File: src/rtl/lvpt_pkg.sv
`timescale 1ns / 1ps

package lvpt_pkg;

  // Fixed field widths of the item and result channels.
  localparam int THREAD_W = 2;
  localparam int VALUE_W  = 64;
  localparam int CONF_W   = 8;
  localparam int CFG_W    = 4;
  localparam int CFG_IDX_W = 1;

  // Configuration register indexes.
  localparam logic [CFG_IDX_W-1:0] REG_CONF_BITS  = 1'd0;
  localparam logic [CFG_IDX_W-1:0] REG_CLEAR_MODE = 1'd1;

  // Item modes.
  localparam logic MODE_PREDICT = 1'b0;
  localparam logic MODE_UPDATE  = 1'b1;

  // A stored value equal to this marker never counts as a match.
  localparam logic [VALUE_W-1:0] INVALID_MARKER = 64'h0000_0000_dead_beef;

  // One table entry as held in the memory.
  typedef struct packed {
    logic                valid;
    logic [CONF_W-1:0]   conf;
    logic [VALUE_W-1:0]  value;
  } lvpt_entry_t;

  // Controller states.
  typedef enum logic [1:0] {
    ST_CLEAR,
    ST_IDLE,
    ST_RESOLVE
  } lvpt_state_t;

  // Commands from the controller to the datapath.
  typedef struct packed {
    logic clr_wr;
    logic accept;
    logic resolve;
  } lvpt_cmd_t;

  // Status from the datapath to the controller.
  typedef struct packed {
    logic clr_last;
    logic item_predict;
    logic out_blocked;
  } lvpt_sts_t;

endpackage

File: src/rtl/lvpt_ctrl.sv
`timescale 1ns / 1ps

module lvpt_ctrl (
  input  logic                 clk,
  input  logic                 rst_n,
  input  logic                 in_valid,
  output logic                 in_stall,
  input  lvpt_pkg::lvpt_sts_t  sts,
  output lvpt_pkg::lvpt_cmd_t  cmd
);

  lvpt_pkg::lvpt_state_t state_r;
  lvpt_pkg::lvpt_state_t state_nxt;

  // State register.
  always_ff @(posedge clk) begin
    if (!rst_n) begin
      state_r <= lvpt_pkg::ST_CLEAR;
    end else begin
      state_r <= state_nxt;
    end
  end

  // Next state and commands.
  always_comb begin
    state_nxt   = state_r;
    cmd         = '0;
    in_stall    = 1'b1;
    case (state_r)
      lvpt_pkg::ST_CLEAR: begin
        // Sweep the table once, zeroing every entry.
        cmd.clr_wr = 1'b1;
        if (sts.clr_last) begin
          state_nxt = lvpt_pkg::ST_IDLE;
        end
      end
      lvpt_pkg::ST_IDLE: begin
        // Take one item and start the table read.
        in_stall = 1'b0;
        if (in_valid) begin
          cmd.accept = 1'b1;
          state_nxt  = lvpt_pkg::ST_RESOLVE;
        end
      end
      lvpt_pkg::ST_RESOLVE: begin
        // A prediction waits here while out_stall holds a result in the output register.
        if (!(sts.item_predict && sts.out_blocked)) begin
          cmd.resolve = 1'b1;
          state_nxt   = lvpt_pkg::ST_IDLE;
        end
      end
      default: begin
        state_nxt = lvpt_pkg::ST_CLEAR;
      end
    endcase
  end

endmodule

File: config.mk
export PLATFORM = sky130hd
export DESIGN_NAME = lvpt_ctrl
export DESIGN_NICKNAME = d
export VERILOG_FILES = /design/src/rtl/lvpt_pkg.sv /design/src/rtl/lvpt_ctrl.sv
export SDC_FILE = /design/constraint.sdc
export NUM_CORES = 1
export LEC_CHECK = 0
export BUFFER_PORTS_ARGS = -buffer_cell sky130_fd_sc_hd__buf_4
export CAP_MARGIN = 20
export CORE_AREA = 2 2 39 41
export DETAILED_ROUTE_END_ITERATION = 8
export DIE_AREA = 0 0 41 43
export SYNTH_ARGS = -nofsm -noshare
export SYNTH_HDL_FRONTEND = slang
export SYNTH_SLANG_ARGS = --single-unit
File: constraint.sdc
create_clock -name clk -period 1.3 [get_ports clk]
set_input_delay 0.065 -clock clk [delete_from_list [all_inputs] [get_ports clk]]
set_output_delay 0.065 -clock clk [all_outputs]
set_load 0.01 [all_outputs]
==> results of run 1 <==
-- area by class of cell --
| class | instances | area [sq um] | area share, % |
|---|---|---|---|
| flip-flops and latches | 2 | 40.0 | 18.3 |
| well taps | 16 | 20.0 | 9.14 |
| clock buffers | 3 | 22.5 | 10.3 |
| inverters | 1 | 3.75 | 1.71 |
| multi-input cells | 11 | 65.1 | 29.7 |
| repair buffers | 9 | 67.6 | 30.9 |
-- metal layers --
| metal | GRT usage [%] | part of all wire (%) | vias to the layer above | wire, microns |
|---|---|---|---|---|
| met3 | 6.28 | 20 | 2 | 54 |
| met5 | 0 | 0 | - | 0 |
| met1 | 2.87 | 27 | 58 | 73 |
| met4 | 8.00 | 2.2 | 0 | 6 |
| met2 | 4.38 | 51 | 7 | 138 |
| li1 | - | - | 72 | - |
-- cells in the final DEF (no fill, tap or decap), drive strengths merged --
cell / count
a211oi: 1
a21oi: 1
buf: 9
clkbuf: 3
dfxtp: 2
inv: 1
nand2: 1
nand2b: 2
nor2: 4
o21a: 2
-- power groups by stage --
stage	clock [mW]	combinational (mW)	sequential (mW)
after CTS	0.147	0.0530	0.0709
final	0.135	0.0518	0.0709
after global routing	0.157	0.0577	0.0726
after detailed placement	0	0.0529	0.0717
after floorplan	0	0.0227	0.0709
after global placement	0	0.0529	0.0716
-- critical path, cell delays in order, from the launching register on --
cell and delay (ns):
dfxtp_1 0.32, nand2b_1 0.17, a21oi_2 0.13, buf_4 0.13
-- through the flow --
step | instances | hold WS, ns | utilization (%)
floorplan | 14 | 0.182 | -
global placement | 39 | 0.282 | 14.2
detailed placement | 39 | 0.287 | 14.2
CTS | 42 | 0.0507 | 15.8
global route | 42 | 0.0530 | 15.8
finish | 42 | 0.0580 | 15.8
-- cell families after synthesis --
group | after synthesis | synth area share [%]
AOI/OAI and AO/OA | 4 | 28.7
buffers and inverters | 1 | 3.44
DFF | 2 | 36.8
and+or+nand+nor | 7 | 31.0
-- final timing paths --
path                                   to  slack (ns)  depth (start not counted)
hold / removal    state_r[0]$_SDFFE_PN0P_        0.06                          2
setup reg to reg  state_r[0]$_SDFFE_PN0P_        0.45                          3
setup / recovery                   cmd[0]        0.25                          3
hold reg to reg   state_r[0]$_SDFFE_PN0P_        0.61                          2
==> results.cfg, run 1 <==
[synthesis]
synthArstFlopShare_pct = 0
synth_common_cells = nor2_1, dfxtp_1, nand2b_1, o21a_1
syn_area_sq_um = 109
synthesis.instances = 14
synth_top_area_cell = dfxtp_1
synthTopCellsByArea = dfxtp_1, o21a_1, nand2b_1, nor2_1, a21oi_2
synth-seq-cells = 2
synth.avg_cell_area_sq_um = 7.78
ys_types = 9
synth-seq-area-share_pct = 36.8
synth.top_cell.area_share_pct = 36.8
ys.flop_type = dfxtp_1
synth_edf_count = 0
synth_nets = 20
synth_warnings = 0
yosysMostFrequentCell = nor2_1

[place]
routabilityCongestion = 0.427
portBuffers = 9
dp_slack_ns = 0.444
place_area_sq_um = 196

[cells_and_area]
top_regs = state_r (2)
nNetsFinal = 34
top_register = state_r
finalInstanceArea_sq_um = 219
largest_reg_flops = 2
antennaDiodeCount = 0
fillers = 168
post_route_cells_drive_above_1_share_pct = 53.8
area_growth_pct = 101

[cts]
htreeDepth = 1
clk_transition_reported_paths_ns = 0.03
clk_path_buf_depth = 2
cts_setup_buffers = 0
clock_sinks = 2
cts-resized-gates = 0
cts-hold-fix-buffers = 0
cts_tree = yes
worst_skew_pair.late_latency_ns = 0.22
cts_buffers = 3
cts.root.buffer_cell = clkbuf_4

[timing]
finalHoldViolations = 0
tns_ns = 0
timing.final.crit_share_pct = 80.6
finalCriticalPeriod_ns = 1.05
clock_skew_ns = 0.000204
setup_slack_ns = 0.253
setup_viol = 0
rsz0062_at_grt = no
slew_viol_final = 0
maxSlewHeadroom_pct = 86.1
clock.fmax_mhz = 955
worst_slew_pin_slew_ns = 0.207

[pwr]
pwr-share-comb_pct = 20.1
p_sw_mw = 0.0591
seqPwrFrac_pct = 27.5
peakVddDrop_v = 0.000206
switching_share_pct = 22.9
pwr-share-clk_pct = 52.4
total_power_mw = 0.258
powerDensity_nw_per_um2 = 1180
internal_power_mw = 0.199
p_leak_nw = 0.0991

[floorplan]
rows = 14
die_w_microns = 41
start_util_pct = 7.87
io-pin-count = 10
die_h_microns = 43
core_sq_um = 1380
fp.dieArea_sq_um = 1760

[hold_path]
worstHoldStart = rst_n
hold_class = in2reg

[critical_path]
end_kind = output port
cp.required_ns = 1.24
reg2reg_from = state_r[0]$_SDFFE_PN0P_
worst-path-max-fanout = 5
start_kind = register
setup.worst_path.start = state_r[0]$_SDFFE_PN0P_
critical_path_class = reg2out
worst-endpoint-arrival_ns = 0.98

[routing]
drtPass1Iterations = 1
post-route-drc-count = 0
wl_microns = 272
ant_nets = 0
vias = 139
wire_per_inst_microns = 6.48
drt-initial-drc-count = 0
via_per_inst = 3.31

[global_routing]
grt_pass1_vias = 121
grt_overflow_total = 0
grt_max_degree = 6
grt_pass1_wl_microns = 407
antenna_found_initial = 0
grt.total_usage_pct = 4.70

[run]
max_cap_viol_count = 0

[run_status]
status = finished, final reports clean
(Power assumes the default switching activity.)
==> inputs of run 2 (changes only) <==
clock period = 1.05 ns   (was 1.3 ns; I/O delays follow)
==> run 2 against run 1 <==
Sequential share of layout area barely moved. Non-clock buffer count rose by 1. Sequential power rose by 29%. First-iteration DRC count did not move. Hold slack got worse by 0.0099 ns. Routed wire length rose by 23%. Clock skew rose by 0.0039 ns. Via count rose by 5.8%. Critical path depth did not move. Sequential cell count did not move. Clock power rose by 26%. Core utilization rose by 2.0 points. Critical endpoint unchanged. Highest routed layer unchanged.
==> results.cfg, run 2 (same netlist as run 1, synthesis figures left out) <==
[run_status]
status = finished, final reports clean

[place]
dp_hpwl_microns = 233
dp_slack_ns = 0.171
routabilityCongestion = 0.424
dp.cells = 39
portBuffers = 9

[cts]
clock_sinks = 2
clk_path_buf_depth = 2
htreeDepth = 1
cts_tree = yes
cts-hold-fix-buffers = 0
cts.root.buffer_cell = clkbuf_4
cts_buffers = 3
worst_skew_pair.late_latency_ns = 0.22
clk_transition_reported_paths_ns = 0.03

[critical_path]
crit_slowest_cell = dfxtp_4
critical_path_cell_count = 3
start_kind = register
critical_path_class = reg2out
worst-endpoint-arrival_ns = 0.97
crit_chain = nand2b_4 -> a21oi_2 -> buf_4
cp_num_buf_inv = 1
end_kind = output port
cpPeakStageDelay_ns = 0.35
cpLargestDelayFamily = flip-flops
worst-path-max-fanout = 4
cp.required_ns = 1.00
worst_r2r_path_depth = 3

[routing]
wl_microns = 335
via_per_inst = 3.42
vias = 147
drt-initial-drc-count = 0
post-route-drc-count = 0
wire_per_inst_microns = 7.79
drtPass1Iterations = 1
ant_nets = 0

[cells_and_area]
post-route-util_pct = 17.8
layout_commonest_cell = buf_4
area_growth_pct = 126
stdcell_count = 43
top_regs = state_r (2)
final_cell_mix = buf_4, nor2_1, clkbuf_4
largest_reg_flops = 2
antennaDiodeCount = 0
post_route_cells_drive_above_1_share_pct = 70.4
nNetsFinal = 35
top_register = state_r

[floorplan]
core_sq_um = 1380
die_h_microns = 43
start_util_pct = 7.87
fp.dieArea_sq_um = 1760
io-pin-count = 10
die_w_microns = 41
rows = 14

[hold_path]
hold_class = in2reg
worst_hold_path.num_cells = 2

[global_routing]
grt_pass1_vias = 124
grt_overflow_total = 0
grt.total_usage_pct = 5.21
grt_pass1_wl_microns = 455
grt_max_degree = 6
antenna_found_initial = 0

[run]
max_cap_viol_count = 0

[pwr]
powerDensity_nw_per_um2 = 1380
total_power_mw = 0.340
p_leak_nw = 0.110
peakVddDrop_v = 0.000263

[timing]
worst_slew_pin_slew_ns = 0.234
slew_viol_final = 0
finalCriticalPeriod_ns = 1.02
maxSlewHeadroom_pct = 84.3
whs_ns = 0.0481
timing.final.crit_share_pct = 97.0
finalHoldViolations = 0
setup_slack_ns = 0.0318
clock_skew_ns = 0.00408
setup_viol = 0
rsz0062_at_grt = yes
clock.fmax_mhz = 982
==> run 2: changes by cell type in the layout (fill, tap and decap cells not counted) <==
| cell | change |
|---|---|
| dfxtp_4 | +1 |
| dfxtp_2 | +1 |
| nand2b_1 | -2 |
| nand2b_4 | +2 |
| dfxtp_1 | -2 |
| buf_4 | +1 |
==> run 2: layout make-up <==
class | count | area (sq um)
clock buffers | 3 | 22.5
fillers | 161 | 1140
inverters | 1 | 3.75
multi-input cells | 11 | 80.1
flip-flops and latches | 2 | 45.0
well taps | 16 | 20.0
repair buffers | 10 | 75.1
==> run 2: metal layers <==
metal | routed length, microns | GRT usage (%) | vias up
met3 | 54 | 6.28 | 2
met1 | 93 | 2.55 | 65
met2 | 181 | 6.25 | 7
met4 | 6 | 8.00 | 0
met5 | 0 | 0 | -
li1 | - | - | 73
==> run 2: final timing paths <==
check	from	end	slack, ns
worst max register to register	state_r[0]$_SDFFE_PN0P_	state_r[0]$_SDFFE_PN0P_	0.13
worst min register to register	state_r[1]$_SDFFE_PN0P_	state_r[0]$_SDFFE_PN0P_	0.63
worst min-delay path	rst_n	state_r[1]$_SDFFE_PN0P_	0.05
worst max-delay path	state_r[0]$_SDFFE_PN0P_	cmd[0]	0.03
==> run 2: stage by stage <==
stage / TNS [ns] / cell area [sq um]
2_1_floorplan: 0 / 109
3_3_place_gp: 0 / 196
3_5_place_dp: 0 / 196
4_1_cts: -0.00290 / 226
5_1_grt: -0.00964 / 246
6_report: 0 / 246
==> run 2: worst register-to-register path, delay by kind of cell (launching register included) <==
family          cells  cell delay, ns
compound gates      2            0.37
flops               1            0.35
buf+inv             1            0.13
==> run 2: repair_timing <==
action / CTS / global route
cloned: 0 / 0
buffers inserted: 0 / 1
endpoints found under the setup margin: 1 / 2
resized for setup: 1 / 4
==> run 2: power breakdown <==
group          internal (mW)  leakage, nW  switching [mW]
Clock                  0.126       0.0138          0.0439
Combinational         0.0489       0.0791          0.0297
Sequential            0.0831       0.0175         0.00833
